[src/rtl/spiral_order_scan_unit_defines.svh]
// ---------------------------------------------------------------------------
// spiral_order_scan_unit_defines
// Assertion macros used by the spiral scan walker.
// ---------------------------------------------------------------------------
`ifndef SPIRAL_ORDER_SCAN_UNIT_DEFINES_SVH
`define SPIRAL_ORDER_SCAN_UNIT_DEFINES_SVH

// same-cycle implication, disabled in reset
`define SOSU_ASSERT_IMPL(label, clk, rst_n, ante, cons) \
    label: assert property (@(posedge clk) disable iff (!rst_n) (ante) |-> (cons)) \
        else $error("spiral scan check failed");

// next-cycle implication, disabled in reset
`define SOSU_ASSERT_NEXT(label, clk, rst_n, ante, cons) \
    label: assert property (@(posedge clk) disable iff (!rst_n) (ante) |=> (cons)) \
        else $error("spiral scan check failed");

`endif

[src/rtl/sosu_pkg.sv]
// ---------------------------------------------------------------------------
// sosu_pkg
// Shared types and constants of the spiral order scan unit.
// ---------------------------------------------------------------------------
package sosu_pkg;

    // width of the size registers
    localparam int SIZE_W = 4;
    // width of the element and result value ports
    localparam int FIELD_W = 32;
    // width of the configuration register index
    localparam int CFG_IDX_W = 1;

    typedef enum logic [CFG_IDX_W-1:0] {
        CFG_ROW_COUNT    = 1'b0,
        CFG_COLUMN_COUNT = 1'b1
    } cfg_index_t;

    // walker status toward the top level
    typedef struct packed {
        logic active;   // a read is issued this cycle
        logic last;     // this read is the final spiral position
    } walk_t;

endpackage

[src/rtl/sosu_store.sv]
// ---------------------------------------------------------------------------
// sosu_store
// Element memory: one write port, one read port, registered read data.
// ---------------------------------------------------------------------------
module sosu_store #(
    parameter int DEPTH      = 64,
    parameter int ADDR_W     = 6,
    parameter int DATA_WIDTH = 32
) (
    input  logic                  clk,
    input  logic                  wr_en,
    input  logic [ADDR_W-1:0]     wr_addr,
    input  logic [DATA_WIDTH-1:0] wr_data,
    input  logic                  rd_en,
    input  logic [ADDR_W-1:0]     rd_addr,
    output logic [DATA_WIDTH-1:0] rd_data
);

    logic [DATA_WIDTH-1:0] mem [DEPTH];
    logic [DATA_WIDTH-1:0] rd_data_reg;

    always_ff @(posedge clk)
    begin
        if (wr_en)
        begin
            mem[wr_addr] <= wr_data;
        end
        if (rd_en)
        begin
            rd_data_reg <= mem[rd_addr];
        end
    end

    assign rd_data = rd_data_reg;

endmodule

[src/rtl/sosu_walker.sv]
// ---------------------------------------------------------------------------
// sosu_walker
// Spiral address sequencer: walks the matrix clockwise from the top-left
// corner and issues one store read per cycle.
// ---------------------------------------------------------------------------
`include "spiral_order_scan_unit_defines.svh"

module sosu_walker #(
    parameter int MAX_ROWS    = 8,
    parameter int MAX_COLUMNS = 8,
    parameter int ADDR_W      = 6
) (
    input  logic                        clk,
    input  logic                        rst_n,
    input  logic                        go,
    input  logic [sosu_pkg::SIZE_W-1:0] rows,
    input  logic [sosu_pkg::SIZE_W-1:0] cols,
    input  logic [ADDR_W-1:0]           last_index,
    output logic [ADDR_W-1:0]           rd_addr,
    output sosu_pkg::walk_t             status
);

    localparam int RIDX_W = (MAX_ROWS > 1) ? $clog2(MAX_ROWS) : 1;
    localparam int CIDX_W = (MAX_COLUMNS > 1) ? $clog2(MAX_COLUMNS) : 1;
    localparam int SUM_W  = RIDX_W + sosu_pkg::SIZE_W + 1;

    typedef enum logic [1:0] {
        DIR_RIGHT,
        DIR_DOWN,
        DIR_LEFT,
        DIR_UP
    } dir_t;

    dir_t              dir_reg;
    logic              active_reg;
    logic [ADDR_W-1:0] count_reg;
    logic [RIDX_W-1:0] row_reg, top_reg, bottom_reg;
    logic [CIDX_W-1:0] col_reg, left_reg, right_reg;
    logic              at_last;
    logic [SUM_W-1:0]  addr_sum;

    assign at_last  = (count_reg == last_index);
    assign addr_sum = SUM_W'(row_reg * cols) + SUM_W'(col_reg);
    assign rd_addr  = addr_sum[ADDR_W-1:0];

    assign status.active = active_reg;
    assign status.last   = at_last;

    always_ff @(posedge clk or negedge rst_n)
    begin
        if (!rst_n)
        begin
            active_reg <= 1'b0;
            dir_reg    <= DIR_RIGHT;
            count_reg  <= '0;
            row_reg    <= '0;
            col_reg    <= '0;
            top_reg    <= '0;
            bottom_reg <= '0;
            left_reg   <= '0;
            right_reg  <= '0;
        end
        else if (go)
        begin
            active_reg <= 1'b1;
            dir_reg    <= DIR_RIGHT;
            count_reg  <= '0;
            row_reg    <= '0;
            col_reg    <= '0;
            top_reg    <= '0;
            bottom_reg <= RIDX_W'(rows - sosu_pkg::SIZE_W'(1));
            left_reg   <= '0;
            right_reg  <= CIDX_W'(cols - sosu_pkg::SIZE_W'(1));
        end
        else if (active_reg)
        begin
            count_reg <= count_reg + ADDR_W'(1);
            if (at_last)
            begin
                active_reg <= 1'b0;
            end
            else
            begin
                // turn at the edge of the remaining band and shrink it
                unique case (dir_reg)
                    DIR_RIGHT:
                    begin
                        if (col_reg == right_reg)
                        begin
                            top_reg <= top_reg + RIDX_W'(1);
                            row_reg <= row_reg + RIDX_W'(1);
                            dir_reg <= DIR_DOWN;
                        end
                        else
                        begin
                            col_reg <= col_reg + CIDX_W'(1);
                        end
                    end
                    DIR_DOWN:
                    begin
                        if (row_reg == bottom_reg)
                        begin
                            right_reg <= right_reg - CIDX_W'(1);
                            col_reg   <= col_reg - CIDX_W'(1);
                            dir_reg   <= DIR_LEFT;
                        end
                        else
                        begin
                            row_reg <= row_reg + RIDX_W'(1);
                        end
                    end
                    DIR_LEFT:
                    begin
                        if (col_reg == left_reg)
                        begin
                            bottom_reg <= bottom_reg - RIDX_W'(1);
                            row_reg    <= row_reg - RIDX_W'(1);
                            dir_reg    <= DIR_UP;
                        end
                        else
                        begin
                            col_reg <= col_reg - CIDX_W'(1);
                        end
                    end
                    DIR_UP:
                    begin
                        if (row_reg == top_reg)
                        begin
                            left_reg <= left_reg + CIDX_W'(1);
                            col_reg  <= col_reg + CIDX_W'(1);
                            dir_reg  <= DIR_RIGHT;
                        end
                        else
                        begin
                            row_reg <= row_reg - RIDX_W'(1);
                        end
                    end
                    default:
                    begin
                        dir_reg <= DIR_RIGHT;
                    end
                endcase
            end
        end
    end

    `SOSU_ASSERT_IMPL(a_no_go_while_active, clk, rst_n, go, !active_reg)
    `SOSU_ASSERT_NEXT(a_go_starts_walk, clk, rst_n, go, active_reg && (count_reg == '0))
    `SOSU_ASSERT_NEXT(a_last_ends_walk, clk, rst_n, active_reg && at_last, !active_reg)
    `SOSU_ASSERT_NEXT(a_walk_continues, clk, rst_n, active_reg && !at_last && !go, active_reg)

endmodule

[src/rtl/spiral_order_scan_unit.sv]
// ---------------------------------------------------------------------------
// spiral_order_scan_unit
// Loads a matrix in row-major order and plays it back in clockwise spiral
// order from the top-left corner.
// ---------------------------------------------------------------------------
// Elements are taken one per cycle while busy is low. The beat that completes
// the matrix (rows*cols elements, sizes from the row_count and column_count
// registers, clamped to 1..MAX) raises busy in the next cycle; while busy is
// high the walker issues one read per cycle, rows*cols reads in all, to the
// single element memory port. Each result leaves in the cycle after its read,
// so the results form one unbroken run of rows*cols strobes, the first one
// leaving after the completing beat by way of the walker's active_reg and then
// strobe_reg, with last_of_run on the final one. A whole matrix is loaded as
// rows*cols elements and then scanned as rows*cols reads. Results cannot be
// held off; the receiver must take each strobe. start may rise again as soon
// as busy is low, while the last result is still on the ports.
module spiral_order_scan_unit #(
    parameter int MAX_ROWS    = 8,
    parameter int MAX_COLUMNS = 8,
    parameter int DATA_WIDTH  = 32
) (
    input  logic                           clk,
    input  logic                           rst_n,
    input  logic                           cfg_wr_en,
    input  logic [sosu_pkg::CFG_IDX_W-1:0] cfg_index,
    input  logic [sosu_pkg::SIZE_W-1:0]    cfg_data,
    input  logic                           start,
    output logic                           busy,
    input  logic [sosu_pkg::FIELD_W-1:0]   element_value,
    output logic                           result_strobe,
    output logic [sosu_pkg::FIELD_W-1:0]   spiral_value,
    output logic                           last_of_run
);

    localparam int DEPTH  = MAX_ROWS * MAX_COLUMNS;
    localparam int ADDR_W = (DEPTH > 1) ? $clog2(DEPTH) : 1;
    localparam int POS_W  = $clog2(DEPTH + 1);
    localparam int PROD_W = 2 * sosu_pkg::SIZE_W;

    logic [sosu_pkg::SIZE_W-1:0] row_count_reg, column_count_reg;
    logic [sosu_pkg::SIZE_W-1:0] rows, cols;
    logic [PROD_W-1:0]           total;
    logic [POS_W-1:0]            load_position_reg, pos_inc;
    logic                        accept, complete;
    logic [DATA_WIDTH-1:0]       wr_data, rd_data;
    logic [ADDR_W-1:0]           rd_addr;
    logic [ADDR_W-1:0]           last_index;
    logic signed [63:0]          value_wide;
    logic                        strobe_reg, last_reg;
    sosu_pkg::walk_t             walk;

    // clamp sizes to 1..MAX
    always_comb
    begin
        priority if (row_count_reg == '0)
            rows = sosu_pkg::SIZE_W'(1);
        else if (row_count_reg > sosu_pkg::SIZE_W'(MAX_ROWS))
            rows = sosu_pkg::SIZE_W'(MAX_ROWS);
        else
            rows = row_count_reg;

        priority if (column_count_reg == '0)
            cols = sosu_pkg::SIZE_W'(1);
        else if (column_count_reg > sosu_pkg::SIZE_W'(MAX_COLUMNS))
            cols = sosu_pkg::SIZE_W'(MAX_COLUMNS);
        else
            cols = column_count_reg;
    end

    assign total      = PROD_W'(rows * cols);
    assign last_index = ADDR_W'(total - PROD_W'(1));
    assign accept     = start && !busy;
    assign pos_inc    = load_position_reg + POS_W'(1);
    assign complete   = (PROD_W'(pos_inc) >= total);
    assign busy       = walk.active;
    assign wr_data    = DATA_WIDTH'(64'(element_value));

    always_ff @(posedge clk or negedge rst_n)
    begin
        if (!rst_n)
        begin
            row_count_reg    <= sosu_pkg::SIZE_W'(1);
            column_count_reg <= sosu_pkg::SIZE_W'(1);
        end
        else if (cfg_wr_en)
        begin
            unique case (sosu_pkg::cfg_index_t'(cfg_index))
                sosu_pkg::CFG_ROW_COUNT:    row_count_reg    <= cfg_data;
                sosu_pkg::CFG_COLUMN_COUNT: column_count_reg <= cfg_data;
                default:                    row_count_reg    <= row_count_reg;
            endcase
        end
    end

    always_ff @(posedge clk or negedge rst_n)
    begin
        if (!rst_n)
        begin
            load_position_reg <= '0;
        end
        else if (accept)
        begin
            load_position_reg <= complete ? '0 : pos_inc;
        end
    end

    sosu_store #(
        .DEPTH      (DEPTH),
        .ADDR_W     (ADDR_W),
        .DATA_WIDTH (DATA_WIDTH)
    ) u_store (
        .clk     (clk),
        .wr_en   (accept),
        .wr_addr (load_position_reg[ADDR_W-1:0]),
        .wr_data (wr_data),
        .rd_en   (walk.active),
        .rd_addr (rd_addr),
        .rd_data (rd_data)
    );

    sosu_walker #(
        .MAX_ROWS    (MAX_ROWS),
        .MAX_COLUMNS (MAX_COLUMNS),
        .ADDR_W      (ADDR_W)
    ) u_walker (
        .clk        (clk),
        .rst_n      (rst_n),
        .go         (accept && complete),
        .rows       (rows),
        .cols       (cols),
        .last_index (last_index),
        .rd_addr    (rd_addr),
        .status     (walk)
    );

    // flags follow the read in the next cycle, aligned with the read data
    always_ff @(posedge clk or negedge rst_n)
    begin
        if (!rst_n)
        begin
            strobe_reg <= 1'b0;
            last_reg   <= 1'b0;
        end
        else
        begin
            strobe_reg <= walk.active;
            last_reg   <= walk.active && walk.last;
        end
    end

    assign value_wide    = 64'(signed'(rd_data));
    assign spiral_value  = value_wide[sosu_pkg::FIELD_W-1:0];
    assign result_strobe = strobe_reg;
    assign last_of_run   = last_reg;

endmodule

[config.mk]
export PLATFORM = sky130hd
export DESIGN_NAME = spiral_order_scan_unit
export DESIGN_NICKNAME = d
export VERILOG_FILES = /design/src/rtl/sosu_pkg.sv /design/src/rtl/sosu_store.sv /design/src/rtl/sosu_walker.sv /design/src/rtl/spiral_order_scan_unit.sv
export VERILOG_INCLUDE_DIRS = /design/src /design/src/rtl
export SDC_FILE = /design/constraint.sdc
export NUM_CORES = 2
export LEC_CHECK = 0
export BUFFER_PORTS_ARGS = -buffer_cell sky130_fd_sc_hd__buf_2
export CAP_MARGIN = 10
export CELL_PAD_IN_SITES_DETAIL_PLACEMENT = 1
export CELL_PAD_IN_SITES_GLOBAL_PLACEMENT = 2
export CORE_UTILIZATION = 48
export CTS_BUF_LIST = sky130_fd_sc_hd__clkbuf_8
export DETAILED_ROUTE_END_ITERATION = 12
export GPL_TIMING_DRIVEN = 0
export PLACE_DENSITY_LB_ADDON = 0.1
export SLEW_MARGIN = 20
export SYNTH_ARGS = -nofsm -noshare
export SYNTH_HDL_FRONTEND = slang
export SYNTH_SLANG_ARGS = --single-unit
[constraint.sdc]
create_clock -name clk -period 5.2 [get_ports clk]
set_clock_uncertainty 0.2 [all_clocks]
set_input_delay 0.52 -clock clk [delete_from_list [all_inputs] [get_ports clk]]
set_output_delay 0.52 -clock clk [all_outputs]
set_load 0.1 [all_outputs]
-- After elaboration in Yosys (flattened, before gate mapping)
Memory sizes are Yosys's and may differ from the RTL's. A register that Yosys moved wholly into a read port is not among the register bits.
Cells that the tools add are included.
- bitwise operators: 1
- equality and inequality tests: 17
- reduce and logical (&&, ||, !) cells: 25
- multiplexer cells: 56
- multipliers: 2
- order comparisons: 3
- div/mod/pow operators: 0
- shift operators: 0
- add/subtract/negate cells: 14
- operator list (cell ; number):
    2-to-1 mux 3 bit ; 34
    case mux 3 bit (4 select lines) ; 2
    AND reduction 6 bit ; 3
    nonzero test 2 bit ; 9
    subtractor 3 x 1 -> 3 bit, second input constant ; 6
    2-to-1 mux 4 bit ; 4
    AND reduction 4 bit ; 4
    2-to-1 mux 2 bit ; 7
    adder 3 x 1 -> 3 bit, second input constant ; 4
    == test 3 bit ; 4
    2-to-1 mux 6 bit ; 2
    inequality test 3 x 1 -> 1 bit, second input constant ; 4
    inequality test 3 x 2 -> 1 bit, second input constant ; 4
    greater-or-equal comparator 7 x 8 -> 1 bit ; 1
    greater-than comparator 4 bit, second input constant ; 2
    zero test 4 bit ; 2
    multiplier 4 x 4 -> 8 bit ; 1
    case mux 2 bit (4 select lines) ; 1
    adder 7 x 1 -> 7 bit, second input constant ; 1
    2-to-1 mux 7 bit ; 1
    adder 6 x 1 -> 6 bit, second input constant ; 1
    adder 6 x 3 -> 6 bit ; 1
    == test 6 bit ; 1
    multiplier 3 x 4 -> 6 bit ; 1
    other kinds (10) ; 18
- bits in read-only memories: 0
- bits in latches: 0
- bits in registers: 44
- memories: 1
- RAM bits: 2048
- memories (name ; words ; width ; read ports ; clocked after Yosys merged registers in ; write ports ; RTL line ; RTL):
    u_store.mem ; 64 ; 32 ; 1 ; 1 ; 1 ; sosu_store.sv:19 ; logic [DATA_WIDTH-1:0] mem [DEPTH];

-- Depth between registers and ports, before layout
- depth in word-level cells: 9
- gate-level depth with buffers: 24
- depth with buffers taken out: 23

-- By module
A second synthesis with hierarchy kept.
- cells, all modules: 3703
- area, all modules: 82537.9 µm²
- modules (own cells, without submodules) (module ; area an instance (µm²) ; cells an instance ; times used ; seq. area each (µm²)):
    sosu_store ; 78835.6 ; 3324 ; 1 ; 62459.9
    sosu_walker ; 2178.3 ; 219 ; 1 ; 675.6
    spiral_order_scan_unit ; 1524.0 ; 160 ; 1 ; 427.9

-- Worst setup path before layout
OpenSTA, ideal clock, no wires.
- path type: register to register
- start: register u_walker.active_reg
- end: memory u_store.mem[32][0], enable pin
- cell stages (with the launch flop): 7
- setup slack: 0.087 ns
- period minus slack after synthesis: 5.113 ns
- path buffers: 2
- arrival time: 4.452 ns
- data required time: 4.539 ns
- cell sequence: dfrtp_1 -> clkbuf_1 -> nor2b_1 -> clkbuf_1 -> nand3_1 -> or2_2 -> nor3_1
- longest elaborated chain between the ends: 4
- RTL lines (element ; RTL line ; RTL):
    start, declared ; sosu_walker.sv:35 ; logic active_reg;
    start signal, assigned ; sosu_walker.sv:53 ; active_reg <= 1'b0;
    start signal, assigned ; sosu_walker.sv:65 ; active_reg <= 1'b1;
    start signal, assigned ; sosu_walker.sv:80 ; active_reg <= 1'b0;
    zero test 1 bit ; spiral_order_scan_unit.sv:72 ; assign accept = start && !busy;
    logical AND 1 bit ; spiral_order_scan_unit.sv:72 ;
    2-to-1 mux 1 bit ; sosu_store.sv:24 ; if (wr_en)
    2-to-1 mux 1 bit (implied by the code) ; sosu_store.sv:26 ; mem[wr_addr] <= wr_data;
    end, declared ; sosu_store.sv:19 ;
Every way passes these cells.

-- Final worst setup path
- start: register column_count_reg[1] in the netlist's numbering
- end: register u_store.rd_data_reg[18] (netlist: u_store.rd_data[18]) (read register of u_store.mem), data pin
- longest elaborated chain between the ends: 5
- elaborated cells between the ends (all ways): 6
- RTL lines (element ; RTL line ; RTL):
    start, declared ; spiral_order_scan_unit.sv:40 ; logic [sosu_pkg::SIZE_W-1:0] row_count_reg, column_count_reg;
    start signal, assigned ; spiral_order_scan_unit.sv:83 ; column_count_reg <= sosu_pkg::SIZE_W'(1);
    start signal, assigned ; spiral_order_scan_unit.sv:89 ; sosu_pkg::CFG_COLUMN_COUNT: column_count_reg <= cfg_data;
    greater-than comparator 4 bit ; spiral_order_scan_unit.sv:64 ; else if (column_count_reg > sosu_pkg::SIZE_W'(MAX_COLUMNS))
    2-to-1 mux 4 bit ; spiral_order_scan_unit.sv:64 ;
    2-to-1 mux 4 bit * ; spiral_order_scan_unit.sv:62 ; priority if (column_count_reg == '0)
    multiplier 3 x 4 -> 6 bit * ; sosu_walker.sv:43 ; assign addr_sum = SUM_W'(row_reg * cols) + SUM_W'(col_reg);
    adder 6 x 3 -> 6 bit * ; sosu_walker.sv:43 ;
    end, declared ; sosu_store.sv:20 ; logic [DATA_WIDTH-1:0] rd_data_reg;
Mark *: on every way between the ends. The rest lies on a longest branch, timed or not.
A chain may end at the register's enable or synchronous reset.

==> flow_metrics.env <==
export IMPL_cpPeakStageDelay_ns=0.58
export IMPL_pre_cts_ws_ns=-2.30
export IMPL_cp_required_ns=5.77
export IMPL_fin_crit_sh_pct=99.8
export IMPL_synthCells=3488
export IMPL_antenna_found_initial=4
export IMPL_ys_warn_count=0
export IMPL_min_period_ns=5.19
export IMPL_final_nets=4228
export IMPL_path_max_fanout=10
export IMPL_overflow=0
export IMPL_final_cell_mix="2080 x edfxtp_1, 629 x mux4_2, 377 x clkbuf_8, 144 x inv_1, 106 x buf_2"
export IMPL_drc=0
export IMPL_fin_cells=6606
export IMPL_rsz0062_at_grt="true"
export IMPL_grt_pass1_wl_um=326000
export IMPL_maxCapViolations=0
export IMPL_cts_tree="yes"
export IMPL_path_buf_inv=6
export IMPL_setup_viol=0
export IMPL_cts_buffer_depth=4
export IMPL_core_sq_um=170000
export IMPL_gp_congestion=0.858
export IMPL_fillers=14100
export IMPL_start_kind="flip-flop"
export IMPL_final_core_util_pct=57.0
export IMPL_largest_register_ffs=2048
export IMPL_cp_end_kind="flip-flop"
export IMPL_timing_final_hold_violations=0
export IMPL_max_clock_freq_mhz=193
export IMPL_drt_iter0_drc=4950
export IMPL_die_y_um=416
export IMPL_ys_seq_area_share_pct=77.2
export IMPL_slew_viol_final=0
export IMPL_final_common_cell="edfxtp_1"
export IMPL_dr_pass1_iters=5
export IMPL_ys_flop_type="edfxtp_1"
export IMPL_drt_total_wl_um=235000
export IMPL_dieArea_sq_um=173000
export IMPL_tightest_slew_ns=1.12
export IMPL_numPlacedInstances=5906
export IMPL_worst_slack_ns=0.00995
export IMPL_cp_top_family="adder cells"
export IMPL_rows=151
export IMPL_syn_area_sq_um=82300
export IMPL_syn_to_final_growth_pct=17.6
export IMPL_htreeDepth=5
export IMPL_drive_gt1_share_pct=36.2
export IMPL_die_x_um=416
export IMPL_hold_ws_ns=0.101
export IMPL_initial_core_util_pct=48.5
export IMPL_hpwlAfterDp_um=153000
export IMPL_ant_nets=0
export IMPL_cts_sinks=2124
export IMPL_crit_type="reg2reg"
export IMPL_ys_ff_latch=2124
export IMPL_vias=40500
export IMPL_cts_buffers=359
export IMPL_hold_path_class="in2reg"
export IMPL_crit_chain="nor2b_4, buf_4, and2_1, fa_1, inv_2, fa_1, fa_2, buf_12, buf_16, clkbuf_8, clkbuf_8, mux4_2, mux4_2, a22oi_2, nand2_2"
export IMPL_via_per_inst=6.13
export IMPL_async_reset_ff_share_pct=2.07
export IMPL_grt_pass1_vias=43100
export IMPL_synth_edf_count=2080
export IMPL_cp_slowest_cell="fa_2"
export IMPL_post_drt_wl_per_cell_um=35.5
export IMPL_io_buffers=75
export IMPL_clock_latency_ns=1.05
export IMPL_crit_arrival_ns=5.76
export IMPL_synth_fp_nets=3579
export IMPL_gr_usage_all_layers_pct=27.3
export IMPL_cts_root_buf="clkbuf_8"
export IMPL_syn_avg_cell_area_sq_um=23.6
export IMPL_ios=76
export IMPL_outcome="complete, no violations"
export IMPL_grt_start_max_net_pins=65
export IMPL_clk_pin_slew_ns=0.06
export IMPL_relSlewSlack_pct=25.1
export IMPL_synth_cell_types=58
-- cells in the mapped netlist (22+ instances only) --
master	count	share of area (%)
xnor2_1	25	0.27
xor2_1	22	0.23
buf_2	67	0.41
inv_1	31	0.14
nand2_1	88	0.40
a22oi_1	48	0.44
clkbuf_1	93	0.42
edfxtp_1	2080	76
dfrtp_1	42	1.3
ha_1	40	0.61
mux4_2	629	17
nor2_1	91	0.41
and2_1	24	0.18
-- path summary, 6_finish.rpt --
kind / start / endpoint / slack, ns / cells after the start
setup / recovery: column_count_reg[1] / u_store.rd_data[18] / 0.01 / 15
hold / removal: cfg_data[2] / row_count_reg[2] / 0.10 / 3
setup reg to reg: column_count_reg[1] / u_store.rd_data[18] / 0.01 / 15
hold reg to reg: u_walker.left_reg[2] / u_walker.left_reg[2] / 0.32 / 1
max in group asynchronous: rst_n / u_walker.active_reg / 4.11 / 4
min in group asynchronous: rst_n / column_count_reg[0] / 0.42 / 3
-- routing by layer --
layer  vias up  part of all wire, %  global-route usage, %
met3       378                  8.3                   6.85
li1      16200                    -                      -
met5         -                    0                      0
met2      1816                   48                   43.1
met4         0                  3.5                   9.48
met1     22100                   40                   37.3
-- worst min-delay path: cells and delay by family --
family   cells  cell delay (ns)
buf+inv      2             0.63
mux          1             0.14
-- cells by family after synthesis --
| family | share of synthesized area, % |
|---|---|
| flip-flops | 77.2 |
| multiplexers | 17.7 |
| AND/OR/NAND/NOR | 1.47 |
| buffers and inverters | 1.09 |
| AO/OA/AOI/OAI | 1.13 |
| adder cells (fa/ha/maj) | 0.851 |
| XOR/XNOR | 0.547 |
-- stage by stage --
stage               setup TNS, ns  cell area (sq um)
detailed placement         -72.07              88900
global placement         -3240.36              85500
finish                          0              96900
global route               -0.421              96800
CTS                      -0.00114              96400
floorplan                       0              82300
-- final cells by class --
class                           count  area, sq um  share of cell area [%]
Buffer                            171         1350                    1.40
Clock buffer                      364         5010                    5.17
Clock inverter                    244         1160                    1.19
Timing Repair Buffer              291         4160                    4.30
Tap cell                         2218         2780                    2.87
Multi-Input combinational cell   1158        18700                    19.3
Antenna cell                        4         10.0                  0.0103
Sequential cell                  2124        63600                    65.6
Inverter                           32          120                   0.124
-- what timing repair did --
item	CTS	global route
setup endpoints to repair	66	34
gates cloned	3	1
buffers inserted	17	18
gates resized for setup	232	39
hold endpoints to repair	1118	832
hold buffers	39	13
pin swaps	15	17
Power is left out: the tool's default activity adds up to more than one toggle a clock period on the data nets, which glitch-free logic cannot reach.
